[src/rtl/core/dti_pkg.sv]
// ----------------------------------------------------------------------------
// dti_pkg
// shared types, constants, the micro-op builder and the micro-program rom
// ----------------------------------------------------------------------------
package dti_pkg;

  localparam int STEP_LIMIT = 65536;
  localparam int CNT_MAX    = 131071;
  localparam logic [16:0] STEP_CAP = 17'((STEP_LIMIT > CNT_MAX) ? CNT_MAX : STEP_LIMIT);

  localparam int MUL_W = 34;
  localparam int PRD_W = 2 * MUL_W;
  localparam int PC_W  = 6;

  localparam logic [PC_W-1:0] ADV_PC    = PC_W'(0);
  localparam logic [PC_W-1:0] LAUNCH_PC = PC_W'(40);

  typedef logic signed [71:0] wide_t;

  typedef enum logic {
    OP_LAUNCH  = 1'b0,
    OP_ADVANCE = 1'b1
  } op_t;

  typedef enum logic [2:0] {
    REG_STEP_TIME     = 3'd0,
    REG_DRAG_COEFF    = 3'd1,
    REG_ALONG_DIR_Z   = 3'd2,
    REG_ACROSS_DIR_Z  = 3'd3,
    REG_STOP_HEIGHT   = 3'd4,
    REG_TARGET_ALONG  = 3'd5,
    REG_TARGET_ACROSS = 3'd6
  } reg_idx_t;

  // multiplier operand pairs
  typedef enum logic [4:0] {
    MS_NONE, MS_GA, MS_GC, MS_DTDT, MS_VXVX, MS_VYVY, MS_KSPD, MS_DVX, MS_DVY,
    MS_VADT, MS_AXDT2, MS_VCDT, MS_AYDT2, MS_AXDT, MS_AYDT, MS_SUMXDT, MS_SUMYDT,
    MS_DADA, MS_DCDC, MS_UAPA, MS_UCPC, MS_UAVA, MS_UCVC
  } mul_sel_t;

  // write-back targets, mostly consumers of the registered product
  typedef enum logic [4:0] {
    WB_NONE, WB_LDV, WB_GA, WB_GC, WB_DT2, WB_SQ, WB_SQADD, WB_DRAG, WB_AX, WB_AY,
    WB_BX, WB_BY, WB_ACC2, WB_PX, WB_PY, WB_VPX, WB_VPY, WB_VELA, WB_VELC, WB_D2A,
    WB_D2, WB_BEST, WB_PZ, WB_VZ, WB_STOP, WB_LAUNCH, WB_LBEST
  } wb_sel_t;

  typedef struct packed {
    mul_sel_t mul;
    wb_sel_t  wb;
    logic     sqrt;
    logic     last;
  } uop_t;

  typedef struct packed {
    logic     take;
    mul_sel_t mul;
    wb_sel_t  wb;
    logic     sqrt_start;
    logic     load_out;
  } dp_cmd_t;

  typedef struct packed {
    logic sqrt_done;
    logic done;
    logic out_free;
  } dp_status_t;

  function automatic uop_t mk(mul_sel_t m, wb_sel_t w, logic s, logic l);
    uop_t u;
    u.mul  = m;
    u.wb   = w;
    u.sqrt = s;
    u.last = l;
    return u;
  endfunction

  function automatic uop_t uop_rom(logic [PC_W-1:0] pc);
    uop_t u;
    u = mk(MS_NONE, WB_NONE, 1'b0, 1'b1);
    case (pc)
      6'd0:  u = mk(MS_GA,     WB_LDV,   1'b0, 1'b0);
      6'd1:  u = mk(MS_GC,     WB_GA,    1'b0, 1'b0);
      6'd2:  u = mk(MS_DTDT,   WB_GC,    1'b0, 1'b0);
      6'd3:  u = mk(MS_VXVX,   WB_DT2,   1'b0, 1'b0);
      6'd4:  u = mk(MS_VYVY,   WB_SQ,    1'b0, 1'b0);
      6'd5:  u = mk(MS_NONE,   WB_SQADD, 1'b0, 1'b0);
      6'd6:  u = mk(MS_NONE,   WB_NONE,  1'b1, 1'b0);
      6'd7:  u = mk(MS_KSPD,   WB_NONE,  1'b0, 1'b0);
      6'd8:  u = mk(MS_NONE,   WB_DRAG,  1'b0, 1'b0);
      6'd9:  u = mk(MS_DVX,    WB_NONE,  1'b0, 1'b0);
      6'd10: u = mk(MS_DVY,    WB_AX,    1'b0, 1'b0);
      6'd11: u = mk(MS_NONE,   WB_AY,    1'b0, 1'b0);
      6'd12: u = mk(MS_VADT,   WB_NONE,  1'b0, 1'b0);
      6'd13: u = mk(MS_AXDT2,  WB_ACC2,  1'b0, 1'b0);
      6'd14: u = mk(MS_VCDT,   WB_PX,    1'b0, 1'b0);
      6'd15: u = mk(MS_AYDT2,  WB_ACC2,  1'b0, 1'b0);
      6'd16: u = mk(MS_AXDT,   WB_PY,    1'b0, 1'b0);
      6'd17: u = mk(MS_AYDT,   WB_VPX,   1'b0, 1'b0);
      6'd18: u = mk(MS_VXVX,   WB_VPY,   1'b0, 1'b0);
      6'd19: u = mk(MS_VYVY,   WB_SQ,    1'b0, 1'b0);
      6'd20: u = mk(MS_NONE,   WB_SQADD, 1'b0, 1'b0);
      6'd21: u = mk(MS_NONE,   WB_NONE,  1'b1, 1'b0);
      6'd22: u = mk(MS_KSPD,   WB_NONE,  1'b0, 1'b0);
      6'd23: u = mk(MS_NONE,   WB_DRAG,  1'b0, 1'b0);
      6'd24: u = mk(MS_DVX,    WB_NONE,  1'b0, 1'b0);
      6'd25: u = mk(MS_DVY,    WB_BX,    1'b0, 1'b0);
      6'd26: u = mk(MS_SUMXDT, WB_BY,    1'b0, 1'b0);
      6'd27: u = mk(MS_SUMYDT, WB_VELA,  1'b0, 1'b0);
      6'd28: u = mk(MS_NONE,   WB_VELC,  1'b0, 1'b0);
      6'd29: u = mk(MS_DADA,   WB_NONE,  1'b0, 1'b0);
      6'd30: u = mk(MS_DCDC,   WB_D2A,   1'b0, 1'b0);
      6'd31: u = mk(MS_UAPA,   WB_D2,    1'b0, 1'b0);
      6'd32: u = mk(MS_UCPC,   WB_BEST,  1'b0, 1'b0);
      6'd33: u = mk(MS_UAVA,   WB_PZ,    1'b0, 1'b0);
      6'd34: u = mk(MS_UCVC,   WB_VZ,    1'b0, 1'b0);
      6'd35: u = mk(MS_NONE,   WB_STOP,  1'b0, 1'b1);
      6'd40: u = mk(MS_NONE,   WB_LAUNCH, 1'b0, 1'b0);
      6'd41: u = mk(MS_DADA,   WB_NONE,  1'b0, 1'b0);
      6'd42: u = mk(MS_DCDC,   WB_D2A,   1'b0, 1'b0);
      6'd43: u = mk(MS_NONE,   WB_LBEST, 1'b0, 1'b1);
      default: u = mk(MS_NONE, WB_NONE,  1'b0, 1'b1);
    endcase
    return u;
  endfunction

endpackage

[src/rtl/core/dti_if.sv]
// ----------------------------------------------------------------------------
// dti_if
// valid/ready channels for input items and result items
// ----------------------------------------------------------------------------
interface dti_in_if;
  logic        valid;
  logic        ready;
  logic        operation;
  logic [22:0] launch_speed;

  modport source(output valid, output operation, output launch_speed, input ready);
  modport sink(input valid, input operation, input launch_speed, output ready);
endinterface


[src/rtl/core/dti_ctrl.sv]
// ----------------------------------------------------------------------------
// dti_ctrl
// sequencer: walks the micro-program and hands commands to the datapath
// ----------------------------------------------------------------------------
module dti_ctrl (
  input  logic                clk,
  input  logic                rst_n,
  dti_in_if.sink              in_ch,
  input  dti_pkg::dp_status_t status,
  output dti_pkg::dp_cmd_t    cmd
);

  typedef enum logic [1:0] {S_IDLE, S_RUN, S_SQRT, S_DONE} state_t;

  state_t                      state_r;
  logic [dti_pkg::PC_W-1:0]    pc_r;
  dti_pkg::uop_t               uop;
  logic                        take;

  assign uop         = dti_pkg::uop_rom(pc_r);
  assign in_ch.ready = (state_r == S_IDLE);
  assign take        = in_ch.valid && in_ch.ready;

  always_comb begin
    cmd.take       = take;
    cmd.mul        = (state_r == S_RUN) ? uop.mul : dti_pkg::MS_NONE;
    cmd.wb         = (state_r == S_RUN) ? uop.wb  : dti_pkg::WB_NONE;
    cmd.sqrt_start = (state_r == S_RUN) && uop.sqrt;
    cmd.load_out   = (state_r == S_DONE) && status.out_free;
  end

  always_ff @(posedge clk) begin
    if (!rst_n) begin
      state_r <= S_IDLE;
      pc_r    <= dti_pkg::ADV_PC;
    end else begin
      unique case (state_r)
        S_IDLE: begin
          if (take) begin
            if (dti_pkg::op_t'(in_ch.operation) == dti_pkg::OP_LAUNCH) begin
              pc_r    <= dti_pkg::LAUNCH_PC;
              state_r <= S_RUN;
            end else if (status.done) begin
              state_r <= S_DONE;
            end else begin
              pc_r    <= dti_pkg::ADV_PC;
              state_r <= S_RUN;
            end
          end
        end
        S_RUN: begin
          if (uop.sqrt) begin
            state_r <= S_SQRT;
          end else if (uop.last) begin
            state_r <= S_DONE;
          end else begin
            pc_r <= pc_r + 1'b1;
          end
        end
        S_SQRT: begin
          if (status.sqrt_done) begin
            pc_r    <= pc_r + 1'b1;
            state_r <= S_RUN;
          end
        end
        S_DONE: begin
          if (status.out_free) begin
            state_r <= S_IDLE;
          end
        end
        default: state_r <= S_IDLE;
      endcase
    end
  end

`ifndef SYNTHESIS
  a_busy_after_take: assert property (@(posedge clk) disable iff (!rst_n)
    take |=> !in_ch.ready)
    else $error("input taken while an item is in flight");
  a_sqrt_wait: assert property (@(posedge clk) disable iff (!rst_n)
    cmd.sqrt_start |=> (state_r == S_SQRT))
    else $error("sqrt issued without waiting");
  a_sqrt_done_in_wait: assert property (@(posedge clk) disable iff (!rst_n)
    status.sqrt_done |-> (state_r == S_SQRT))
    else $error("sqrt finished outside its wait state");
`endif

endmodule

[src/flat_wrapper.sv]
// flat-port wrapper written by rule: the top's interface ports become plain ports
module dti_ctrl_flat 
  (clk, rst_n, status, cmd, in_ch_valid, in_ch_operation, in_ch_launch_speed, in_ch_ready);
  dti_in_if in_ch_i ();
  input  logic clk;
  input  logic rst_n;
  input  dti_pkg::dp_status_t status;
  output dti_pkg::dp_cmd_t cmd;
  input wire logic [$bits(in_ch_i.valid)-1:0] in_ch_valid;
  input wire logic [$bits(in_ch_i.operation)-1:0] in_ch_operation;
  input wire logic [$bits(in_ch_i.launch_speed)-1:0] in_ch_launch_speed;
  output wire logic [$bits(in_ch_i.ready)-1:0] in_ch_ready;
  assign in_ch_i.valid = in_ch_valid;
  assign in_ch_i.operation = in_ch_operation;
  assign in_ch_i.launch_speed = in_ch_launch_speed;
  assign in_ch_ready = in_ch_i.ready;
  dti_ctrl u_core (.clk(clk), .rst_n(rst_n), .in_ch(in_ch_i), .status(status), .cmd(cmd));
endmodule
[config.mk]
export PLATFORM = sky130hd
export DESIGN_NAME = dti_ctrl_flat
export DESIGN_NICKNAME = d
export VERILOG_FILES = /design/src/rtl/core/dti_pkg.sv /design/src/rtl/core/dti_if.sv /design/src/rtl/core/dti_ctrl.sv /design/src/flat_wrapper.sv
export SDC_FILE = /design/constraint.sdc
export NUM_CORES = 1
export LEC_CHECK = 0
export BUFFER_PORTS_ARGS = -buffer_cell sky130_fd_sc_hd__buf_2
export CORE_ASPECT_RATIO = 0.5
export CORE_MARGIN = 8
export CORE_UTILIZATION = 49
export CTS_CLUSTER_DIAMETER = 50
export DETAILED_ROUTE_END_ITERATION = 7
export HOLD_SLACK_MARGIN = 0.05
export PLACE_DENSITY_LB_ADDON = 0.3
export SLEW_MARGIN = 5
export SYNTH_ARGS = -nofsm -noshare
export SYNTH_HDL_FRONTEND = slang
export SYNTH_SLANG_ARGS = --single-unit
[constraint.sdc]
create_clock -name clk -period 2.9 [get_ports clk]
set_clock_uncertainty 0.1 [all_clocks]
set_input_delay 0.29 -clock clk [delete_from_list [all_inputs] [get_ports clk]]
set_output_delay 0.29 -clock clk [all_outputs]
set_load 0.02 [all_outputs]
# After elaboration in Yosys (flattened, before gate mapping)

Memory sizes are Yosys's and may differ from the RTL's. A register that Yosys moved wholly into a read port is not among the register bits.
Cells that the tools add are included.

Output and inout port bits: 14
Register bits: 8
Input port bits: 30
Word-level logic and storage cells: 40
ROM bits: 768
Memories: 1

Memory list:

| memory          | depth | bits a word | rd ports | clocked after memory_dff | wr ports | RTL line      | source |
|---|---|---|---|---|---|---|---|
| (no name shown) | 64    | 12          | 1        | 1                        | 0        | dti_pkg.sv:82 | `case (pc)` |

Reduce and logical (&&, ||, !) cells: 7
Muxes and demuxes: 19
Equal/unequal tests: 10
Add/sub/neg operators: 1

Operators with widths:

| kind                                                                    | number |
|---|---|
| 6-bit 2-to-1 mux                                                        | 8 |
| 6-bit case mux with 3 select lines                                      | 1 |
| 2-bit 2-to-1 mux                                                        | 7 |
| 5-bit 2-to-1 mux                                                        | 2 |
| 2-bit inequality test, second input constant                            | 5 |
| 2-bit case mux with 4 select lines                                      | 1 |
| 6-bit by 1-bit adder with 6-bit output, second input constant           | 1 |
| 6-bit AND reduction                                                     | 1 |
| 2-bit == test, second input constant                                    | 2 |
| 4-bit AND reduction                                                     | 1 |
| 1-bit logical AND                                                       | 3 |
| 3-bit by 1-bit inequality test with 1-bit output, second input constant | 1 |
| 3-bit inequality test, second input constant                            | 1 |
| 3-bit nonzero test                                                      | 1 |
| 2-bit by 1-bit == test with 1-bit output, second input constant         | 1 |
| 2-bit zero test                                                         | 1 |

# Longest topological paths before layout

Gate-level depths: netlist (run 1).

Word-level depth: 6
Gate-level depth with buffers: 13
Depth with buffers taken out: 12

# Worst setup path before layout (run 1)

OpenSTA, ideal clock, no wires.

Kind: register to register
From: reg u_core.state_r[0]
To: reg, netlist name u_core.uop[4]
Required time: 2.742 ns
Stages on the path, launching flop included: 13
Clock period less this slack: 3.175 ns
Arrival: 3.017 ns
Buffers on the path: 2
Library setup time: 0.058 ns
Setup slack: -0.275 ns
Cells stage by stage: dfxtp_1 inv_1 ha_1 inv_1 o2111ai_4 or4_1 buf_2 a21boi_4 buf_6 ha_1 or4_1 o31ai_1 a211o_1

Cells in the longest elaborated chain, start to end: 6
Elaborated cells between the ends (all ways): 14
Classes of those cells: eq/ne: 7; mux: 3; reduce/logical: 4

RTL lines:

| item                                              | RTL line           | source |
|---|---|---|
| start, declared                                   | dti_ctrl.sv:15     | `state_t state_r;` |
| start signal, assigned                            | dti_ctrl.sv:34     | `state_r <= S_IDLE;` |
| start signal, assigned                            | dti_ctrl.sv:42     | `state_r <= S_RUN;` |
| start signal, assigned                            | dti_ctrl.sv:44     | `state_r <= S_DONE;` |
| 2-bit zero test *                                 | dti_ctrl.sv:21     | `assign in_ch.ready = (state_r == S_IDLE);` |
| via in_ch_ready                                   | flat_wrapper.sv:12 | `output wire logic [$bits(in_ch_i.ready)-1:0] in_ch_ready;` |
| 1-bit logical AND                                 | dti_ctrl.sv:22     | `assign take = in_ch.valid && in_ch.ready;` |
| 2-bit inequality test (no source line)            | -                  |  |
| 6-bit AND reduction (no source line)              | -                  |  |
| 6-bit 2-to-1 mux (no source line) * (2 in series) | -                  |  |

Mark *: on every way through the listed nets, which the timed path passes. The rest lies on a longest branch.
A chain may end at the register's enable or synchronous reset.

# Worst setup path after layout (run 1)

From: reg u_core.state_r[1]
To: reg, netlist name u_core.uop[4]

Cells in the longest elaborated chain, start to end: 6
Elaborated cells between the ends (all ways): 14
Classes of those cells: eq/ne: 7; mux: 3; reduce/logical: 4

RTL lines:

| item                                              | RTL line |
|---|---|
| 2-bit zero test                                   | dti_ctrl.sv:21, dti_ctrl.sv:37 |
| 1-bit logical AND                                 | dti_ctrl.sv:22 |
| 2-bit inequality test (no source line)            | - |
| 6-bit AND reduction (no source line)              | - |
| 6-bit 2-to-1 mux (no source line) * (2 in series) | - |

Every way passes the cells marked *; elsewhere a longest branch is shown, timed or not.

==> impl_metrics.csv, run 1 <==
group,metric,value,unit
yosys,ys.warnings.count,0,
critical_path,cp_max_fo,6,
outcome,status,"complete, no violations",
global_routing,gr-total-overflow,0,
layout,final_util,0.6858,
yosys,yosysTopAreaCellShare,0.2156,
routing,wl,5276,µm
place,gp_congestion,0.9395,
yosys,synth_cells,226,
floorplan,pin_count,44,
floorplan,rows,15,
floorplan,die_w,103.1,µm
sta,drv_slew,0,
critical_path,max_stage_delay,0.53,ns
sta,maxSlewHeadroom,0.6524,
yosys,synth_cell_types,67,
critical_path,cpMaxStageDelayCell,"or4_4",
sta,setup_tns,0,ns
clocking,cts_buffers,3,
sta,setup_violations,0,
clocking,cts_tree,"built",
layout,drive_above_1_share,0.3907,
place,portBuffers,20,
critical_path,end_kind,"register",
routing,drtPass1Iterations,4,
routing,drc,0,
global_routing,antenna_found_initial,0,
clocking,cts_buffer_depth,2,
layout,final_net_count,323,
yosys,postSynthAreaPerCell,8.216,µm²
min_path,hold_path.class,"in -> reg",
power,p_leak,1.073,nW
clocking,h-tree-depth,1,
place,placed_cells,323,
power,vdd_drop_max,0.2957,mV
place,hpwl,4100,µm
sta,min_period_over_period,0.9658,
yosys,synth_edf_count,0,
sta,fmax,357.0,MHz
critical_path,cp_data_required_time,3.01,ns
floorplan,die_h,59.53,µm
clocking,path_clk_slew,0.08,ns
layout,finalNonFillerCells,330,
routing,first_iter_violations,124,
clocking,clock_latency,0.26,ns
sta,period_minus_slack,2.801,ns
global_routing,grt_use_total,0.1731,
power,power,2.120,mW
critical_path,crit_type,"reg -> reg",
yosys,syn_nets,269,
yosys,synth_flop_cell,"dfxtp_1",
global_routing,grt_max_degree,15,
power,power_density,876.1,nW/µm²
sta,hold_viol_final,0,
floorplan,coreArea,3528,µm²
yosys,synthArstFlopShare,0,
critical_path,start_kind,"register",
yosys,netlist_area,1857,µm²
sta,rsz0062_at_grt,"true",
layout,areaGrowthSynthToFinish,30.32,%
flow_run,cap_violations,0,
sta,tightest_slew,0.5175,ns
routing,drtAntennaViolNets,0,
layout,antenna_cells,0,
critical_path,cp_top_family,"simple AND/OR/NAND/NOR gates",
routing,via_per_inst,5.821,
critical_path,crit_arrival,2.91,ns
yosys,netlist_top_cells_area,"dfxtp_1 (22%), ha_1 (8.8%), and2_1 (4.4%)",
clocking,cts_root_buffer,"clkbuf_8",
critical_path,critical_path_buf_inv_count,1,
layout,layout.filler_cells,309,
routing,via_count,1921,
clocking,clock-sinks,20,
floorplan,die_area,6135,µm²
global_routing,grt_pass1_vias,1719,
floorplan,floorplan.initialDensity,0.5262,
clocking,cts_hold_buf,0,
yosys,synth_seq_cells,20,
routing,avgRoutedWirePerCell,15.99,µm
global_routing,grt_pass1_wl,8286,µm
yosys,synth_top_area_cell,"dfxtp_1",
critical_path,crit_top_cell,"ha_4",
yosys,ys_seq_area_frac,0.2156,
critical_path,cp_cell_sequence,"inv_1 -> ha_4 -> o21ai_4 -> o2111ai_4 -> or4_4 -> a21boi_4 -> ha_4 -> or4_1 -> o31ai_1 -> a211o_1",
sta,hold_ws,0.3237,ns
==> path summary, 6_finish.rpt <==
path	depth (start not counted)	slack (ns)	endpoint	from
worst max-delay path	10	0.1	u_core.uop[4]	u_core.state_r[1]
worst min-delay path	3	0.32	u_core.state_r[0]	rst_n
worst max register to register	10	0.1	u_core.uop[4]	u_core.state_r[1]
worst min register to register	2	0.48	u_core.state_r[1]	u_core.state_r[1]
==> metrics by stage <==
| stage | cell area [µm²] | setup WS (ns) |
|---|---|---|
| 4_1_cts | 2332 | 0.02223 |
| 3_3_place_gp | 2260 | -0.002852 |
| 6_report | 2420 | 0.09917 |
| 2_1_floorplan | 1898 | -0.04460 |
| 3_5_place_dp | 2260 | -0.02841 |
| 5_1_grt | 2420 | -0.01596 |
==> kinds of logic (layout without fill, tap and decap cells) <==
family	count (synthesis)	in the layout	synth area share
adder cells (fa/ha/maj)	13	13	0.08760
AO/OA/AOI/OAI	73	73	0.3356
multiplexers	8	8	0.04515
XOR/XNOR	2	2	0.009436
AND/OR/NAND/NOR	78	78	0.2210
flip-flops	20	20	0.2156
buffers and inverters	32	85	0.08558
==> routing by layer <==
| metal | track usage | vias to the layer above | share of wire |
|---|---|---|---|
| li1 | - | 935 | - |
| met2 | 0.2726 | 72 | 0.42 |
| met4 | 0.06517 | 0 | 0.015 |
| met1 | 0.2275 | 904 | 0.48 |
| met5 | 0 | - | 0 |
| met3 | 0.03279 | 10 | 0.085 |
==> registers in the layout (all words and copies together), names as in the netlist <==
name and cells:
u_core.state_r 2, u_core.pc_r 6, u_core.uop 12
==> cells in the mapped netlist, drive strengths merged (3+ instances only) <==
library cell  count
o221ai            3
ha               13
nor2             13
a21boi            6
o2111a            3
o21ai            13
dfxtp            20
clkbuf            6
and2             14
nand2            23
nor2b             3
o2111ai           4
mux2i             5
buf               6
a21oi            11
mux2              3
nor3              3
or4               4
o211ai            7
nand3             7
and3              3
inv              20
==> worst reg2reg max path: stages (launching register included) <==
cell and delay (ns):
dfxtp_4 0.38, inv_1 0.10, ha_4 0.19, o21ai_4 0.08, o2111ai_4 0.17, or4_4 0.53
a21boi_4 0.27, ha_4 0.24, or4_1 0.46, o31ai_1 0.08, a211o_1 0.15
==> cell type report <==
class / count / area [µm²] / share of cell area
clock buffer: 4 / 55.05 / 0.02275
multi-input combinational: 174 / 1404 / 0.5801
inverter: 20 / 80.08 / 0.03309
sequential: 20 / 405.4 / 0.1675
tap: 51 / 63.81 / 0.02637
timing repair buffer: 61 / 411.6 / 0.1701
==> timing repair <==
item,CTS,global route
buffers inserted,1,2
pin swaps,1,3
gates resized for setup,2,16
setup endpoints to repair,3,9
==> power by group <==
part           leakage (nW)  internal, mW  switching, mW
Clock                0.0288         0.121         0.0974
Sequential            0.165         0.358         0.0477
Combinational         0.879         0.686          0.810
Total                  1.07          1.17          0.955
==> cells in the final DEF, fill, tap and decap left out, types with 3 or more instances in the layout <==
cell       count
inv_2          6
ha_1           6
o211ai_1       5
clkbuf_8       4
ha_4           4
buf_2         20
nor2b_1        3
dfxtp_1       18
o21ai_0        9
a21boi_0       3
buf_4         40
inv_1         12
o21ai_1        3
and2_1        13
and3_1         3
ha_2           3
nor2_1        12
nor3_1         3
nand3_1        7
mux2i_1        4
a21oi_1       11
o2111ai_1      3
nand2_1       19
o221ai_1       3
Note: power is estimated with default switching activity, not from simulation.
==> run 2, diff against run 1 <==
--- a/config.mk
+++ b/config.mk
@@ -5,7 +5,8 @@
 export SDC_FILE = /design/constraint.sdc
 export NUM_CORES = 1
 export LEC_CHECK = 0
-export BUFFER_PORTS_ARGS = -buffer_cell sky130_fd_sc_hd__buf_2
+export ABC_AREA = 1
+export BUFFER_PORTS_ARGS = -buffer_cell sky130_fd_sc_hd__clkbuf_2
 export CORE_ASPECT_RATIO = 0.5
 export CORE_MARGIN = 8
 export CORE_UTILIZATION = 49
==> impl_metrics.csv, run 2 <==
group,metric,value,unit
power,p_leak,1.185,nW
critical_path,cp_max_fo,6,
yosys,synth_edf_count,0,
flow_run,cap_violations,0,
global_routing,grt_pass1_vias,1599,
clocking,clock-sinks,20,
critical_path,crit_top_cell,"nand3_1",
critical_path,cp_top_family,"simple AND/OR/NAND/NOR gates",
layout,largest_register_ffs,12,
floorplan,die_w,103.2,µm
routing,avgRoutedWirePerCell,12.69,µm
yosys,synth-compound-area-share,0.06779,
yosys,yosys.area_share.simple,0.4906,
routing,via_count,1849,
clocking,path_clk_slew,0.07,ns
layout,final_net_count,352,
routing,drtPass1Iterations,5,
global_routing,gr-total-overflow,0,
sta,min_period_over_period,0.9241,
global_routing,grt_use_total,0.1508,
critical_path,max_stage_delay,0.39,ns
layout,areaGrowthSynthToFinish,8.591,%
sta,fmax,373.1,MHz
sta,maxSlewHeadroom,0.7343,
yosys,synth_most_common_cell,"nand2_1",
critical_path,cp_cell_sequence,"inv_1 -> ha_1 -> nand3_1 -> nand2_1 -> inv_2 -> nand2_4 -> nand2_1 -> nand2_2 -> nand2_2 -> inv_1 -> ha_1 -> inv_1 -> nand4_1 -> nand3_1 -> nand3_1 -> nand3_1 -> nand2_1",
sta,setup_violations,0,
place,placed_cells,355,
routing,first_iter_violations,263,
clocking,ctsResizeCount,0,
yosys,netlist_top_cells_area,"dfxtp_1 (21%), nand2_1 (19%), nand3_1 (13%)",
yosys,synthTopCellsByCount,"nand2_1 (94), nand3_1 (47), inv_1 (41), dfxtp_1 (20), ha_1 (13)",
yosys,synth_cell_types,33,
global_routing,grt_pass1_wl,7438,µm
yosys,ys.warnings.count,0,
critical_path,critical_path_buf_inv_count,4,
yosys,ys_seq_area_frac,0.2148,
yosys,synthArstFlopShare,0,
critical_path,cpMaxStageDelayCell,"dfxtp_2",
sta,drv_slew,0,
layout,antenna_cells,0,
global_routing,grt_max_degree,20,
sta,hold_viol_final,0,
power,power_density,1051,nW/µm²
place,gp_congestion,0.9581,
critical_path,cp_data_required_time,2.95,ns
outcome,status,"complete, no violations",
yosys,synth_xor_area_frac,0,
clocking,cts_buffer_depth,2,
clocking,cts_tree,"built",
place,portBuffers,20,
critical_path,end_kind,"register",
floorplan,rows,15,
global_routing,antenna_found_initial,0,
yosys,synth_top_family_by_area,"simple AND/OR/NAND/NOR gates",
yosys,synth_seq_cells,20,
routing,drtAntennaViolNets,0,
sta,rsz0062_at_grt,"false",
routing,via_per_inst,5.150,
sta,setup_tns,0,ns
sta,tightest_slew,0.3955,ns
floorplan,die_h,59.62,µm
clocking,cts_buffers,3,
floorplan,die_area,6154,µm²
yosys,synthMuxAreaShare,0,
min_path,hold_path.class,"in -> reg",
clocking,clock_latency,0.25,ns
yosys,synthAdderAreaFrac,0.08725,
yosys,netlist_area,1864,µm²
yosys,syn_nets,332,
place,hpwl,3597,µm
yosys,synth_cells,289,
layout,drive_above_1_share,0.1883,
clocking,post_cts_buffers,0,
yosys,synth_top_area_cell,"dfxtp_1",
floorplan,floorplan.initialDensity,0.5256,
yosys,yosysTopAreaCellShare,0.2148,
clocking,cts_hold_buf,0,
layout,final_common_cell,"nand2_1",
layout,finalNonFillerCells,359,
power,vdd_drop_max,0.2931,mV
critical_path,crit_type,"reg -> reg",
floorplan,coreArea,3547,µm²
sta,period_minus_slack,2.680,ns
critical_path,crit_arrival,2.73,ns
clocking,cts_root_buffer,"clkbuf_8",
layout,layout_common_cells,"nand2_1 (94), nand3_1 (47), inv_1 (41)",
critical_path,start_kind,"register",
routing,wl,4556,µm
clocking,h-tree-depth,1,
routing,drc,0,
yosys,synth_flop_cell,"dfxtp_1",
floorplan,pin_count,44,
yosys,postSynthAreaPerCell,6.451,µm²
run 2: changes by cell type after synthesis, moves of 9 or more:
cell / before / now
nand2_1: 20 / 94
inv_1: 16 / 41
and2_1: 13 / 0
nand3_1: 7 / 47
a21oi_1: 11 / 2
run 2: path summary, 6_finish.rpt:
| check | start | end | slack, ns | cells after the start |
|---|---|---|---|---|
| worst max-delay path | u_core.state_r[0] | u_core.uop[8] | 0.22 | 17 |
| worst max register to register | u_core.state_r[0] | u_core.uop[8] | 0.22 | 17 |
| worst min register to register | u_core.state_r[0] | u_core.state_r[0] | 0.43 | 2 |
| worst min-delay path | status[1] | u_core.state_r[1] | 0.25 | 3 |
run 2: logic make-up (layout without fill, tap and decap cells):
group,count (synthesis),in the layout
buf+inv,54,73
flops,20,20
simple gates,182,182
fa+ha+maj,13,13
compound gates,20,20
run 2: stage by stage:
step                        util  worst slack, ns  power, mW  hold WS (ns)  area [µm²]
after floorplan                -           0.4001      1.636        0.3900        1864
after global placement    0.5545           0.2477      1.859        0.4306        1967
after detailed placement  0.5545           0.1802      1.895        0.4722        1967
after CTS                 0.5700           0.1581      2.109        0.2483        2022
after global routing      0.5707          0.02528      2.307        0.2732        2024
final                     0.5707           0.2201      2.127        0.2490        2024
run 2: cell type report:
class	count	area (µm²)
inverter	45	168.9
timing repair buffer	24	130.1
clock buffer	4	55.05
sequential	20	402.9
tap	51	63.81
multi-input combinational	215	1204
fill	332	1523
run 2: layer usage:
layer,track usage,up-vias,share of wire
li1,-,959,-
met1,0.2108,816,0.49
met2,0.2352,70,0.43
met3,0.02576,4,0.069
met4,0.02851,0,0.0092
met5,0,-,0
run 2: worst reg2reg max path, cell delays in order, from the launching register on:
cell     delay [ns]
dfxtp_2        0.39
inv_1          0.07
ha_1           0.27
nand3_1        0.15
nand2_1        0.09
inv_2          0.12
nand2_4        0.08
nand2_1        0.08
nand2_2        0.07
nand2_2        0.12
inv_1          0.10
ha_1           0.25
inv_1          0.11
nand4_1        0.19
nand3_1        0.14
nand3_1        0.09
nand3_1        0.11
nand2_1        0.05
run 2: report_power, final:
part	total [mW]	internal [mW]	switching [mW]
sequential	0.441	0.376	0.0650
combinational	1.48	0.467	1.01
clock	0.206	0.121	0.0856
total	2.13	0.963	1.16
==> run 3, diff against run 2 <==
--- a/config.mk
+++ b/config.mk
@@ -14,6 +14,7 @@
 export DETAILED_ROUTE_END_ITERATION = 7
 export HOLD_SLACK_MARGIN = 0.05
 export PLACE_DENSITY_LB_ADDON = 0.3
+export RECOVER_POWER = 50
 export SLEW_MARGIN = 5
 export SYNTH_ARGS = -nofsm -noshare
 export SYNTH_HDL_FRONTEND = slang
==> impl_metrics.csv, run 3 (synthesized netlist as in run 2, its figures left out) <==
group,metric,value,unit
outcome,status,"complete, no violations",
global_routing,grt_most_used_layer,"met2",
global_routing,grt_use_total,0.1508,
critical_path,critical_path_buf_inv_count,4,
routing,first_iter_violations,234,
floorplan,floorplan.initialDensity,0.5256,
sta,maxSlewHeadroom,0.7071,
place,gp_congestion,0.9581,
critical_path,cpMaxStageDelayCell,"dfxtp_2",
global_routing,met3_usage,0.02576,
layout,layout.filler_cells,340,
critical_path,end_kind,"register",
critical_path,crit_top_cell,"nand2_1",
power,seqPwrFrac,0.209,
place,portBuffers,20,
layout,largest_register_ffs,12,
routing,drtAntennaViolNets,0,
critical_path,cp_cell_sequence,"inv_1 -> ha_1 -> nand3_1 -> nand2_1 -> inv_2 -> nand2_4 -> nand2_1 -> nand2_2 -> nand2_2 -> inv_1 -> ha_1 -> inv_1 -> nand4_1 -> nand3_1 -> nand2_1 -> nand3_1 -> nand2_1",
sta,setup_violations,0,
sta,rsz0062_at_grt,"false",
critical_path,crit_arrival,2.70,ns
layout,final_common_cell,"nand2_1",
routing,via_per_inst,5.136,
global_routing,grt_pass1_wl,7438,µm
sta,min_period_over_period,0.9154,
floorplan,die_h,59.62,µm
global_routing,use_met2,0.2352,
global_routing,grt_pass1_vias,1599,
routing,avgRoutedWirePerCell,12.62,µm
clocking,cts_root_buffer,"clkbuf_8",
power,comb_power_share,0.692,
critical_path,cp_max_fo,6,
sta,setup_ws,0.2453,ns
power,p_int,0.9485,mW
power,pwr-share-clk,0.098,
floorplan,rows,15,
power,vdd_drop_max,0.2901,mV
clocking,h-tree-depth,1,
power,p_switching,1.158,mW
global_routing,gr-total-overflow,0,
layout,drive_above_1_share,0.1461,
flow_run,cap_violations,0,
clocking,cts_tree,"built",
critical_path,start_kind,"register",
sta,period_minus_slack,2.655,ns
power,netSwitchingFraction,0.5496,
clocking,clock-sinks,20,
clocking,post_cts_buffers,0,
sta,tightest_slew,0.4393,ns
clocking,path_clk_slew,0.07,ns
global_routing,use_met1,0.2108,
floorplan,die_area,6154,µm²
clocking,clock_latency,0.25,ns
sta,setup_tns,0,ns
layout,areaGrowthSynthToFinish,7.584,%
routing,drtPass1Iterations,4,
place,hpwl,3597,µm
floorplan,pin_count,44,
layout,antenna_cells,0,
sta,hold_viol_final,0,
sta,drv_slew,0,
floorplan,coreArea,3547,µm²
critical_path,crit_type,"reg -> reg",
place,place_ws,0.1802,ns
routing,wl,4531,µm
global_routing,antenna_found_initial,0,
floorplan,die_w,103.2,µm
critical_path,cp_data_required_time,2.94,ns
layout,final_net_count,352,
layout,layout_common_cells,"nand2_1 (94), nand3_1 (47), inv_1 (41)",
global_routing,grt_max_degree,20,
routing,via_count,1844,
routing,drc,0,
critical_path,cp_top_family,"simple AND/OR/NAND/NOR gates",
power,p_leak,1.141,nW
critical_path,max_stage_delay,0.39,ns
sta,fmax,376.7,MHz
clocking,cts_buffer_depth,2,
clocking,cts_buffers,3,
min_path,hold_path.class,"in -> reg",
power,power_density,1050,nW/µm²
[run 3: changes by cell type in the layout (fill, tap and decap cells not counted), sizes merged]
| cell | before | now |
|---|---|---|
| buf | 4 | 3 |
| clkbuf | 24 | 25 |
[run 3: through the flow]
step / area (µm²) / cells / util / hold WS [ns] / total power, mW
6_report: 2006 / 359 / 0.5654 / 0.2495 / 2.106
4_1_cts: 2022 / 359 / 0.5700 / 0.2483 / 2.109
5_1_grt: 2006 / 359 / 0.5654 / 0.2732 / 2.293
2_1_floorplan: 1864 / 289 / - / 0.3900 / 1.636
3_5_place_dp: 1967 / 355 / 0.5545 / 0.4722 / 1.895
3_3_place_gp: 1967 / 355 / 0.5545 / 0.4306 / 1.859
[run 3: routing by layer]
| layer | part of all wire | wire length, µm | vias up |
|---|---|---|---|
| li1 | - | - | 958 |
| met5 | 0 | 0 | - |
| met2 | 0.43 | 1965 | 67 |
| met4 | 0.0073 | 33 | 0 |
| met1 | 0.49 | 2212 | 815 |
| met3 | 0.071 | 320 | 4 |
[run 3: worst paths after layout]
| path | start | to | slack (ns) | depth (start not counted) |
|---|---|---|---|---|
| hold reg to reg | u_core.state_r[0] | u_core.state_r[0] | 0.42 | 2 |
| setup / recovery | u_core.state_r[0] | u_core.uop[2] | 0.25 | 17 |
| hold / removal | status[1] | u_core.state_r[1] | 0.25 | 3 |
| setup reg to reg | u_core.state_r[0] | u_core.uop[2] | 0.25 | 17 |
[run 3: timing repair]
item	CTS	global route
setup endpoints to repair	0	4
hold buffers	0	0
resized for setup	0	2
[run 3: cell type report]
type,count,area [µm²],area share
timing repair buffer,24,111.4,0.05552
multi-input combinational,215,1204,0.6001
tap,51,63.81,0.03182
sequential,20,402.9,0.2009
inverter,45,168.9,0.08422
clock buffer,4,55.05,0.02745
[run 3: power by group through the flow]
stage          combinational [mW]  clock [mW]  sequential, mW
6_report                     1.46       0.207           0.441
5_1_grt                      1.62       0.221           0.453
4_1_cts                      1.46       0.211           0.438
3_5_place_dp                 1.45           0           0.445
3_3_place_gp                 1.42           0           0.438
2_1_floorplan                1.21           0           0.425
[run 3: worst register-to-register path: cells and delay by family, from the launching register on]
family | cells | cell delay (ns)
DFF | 1 | 0.39
adders and majority gates | 2 | 0.52
buffers and inverters | 4 | 0.41
and+or+nand+nor | 11 | 1.12
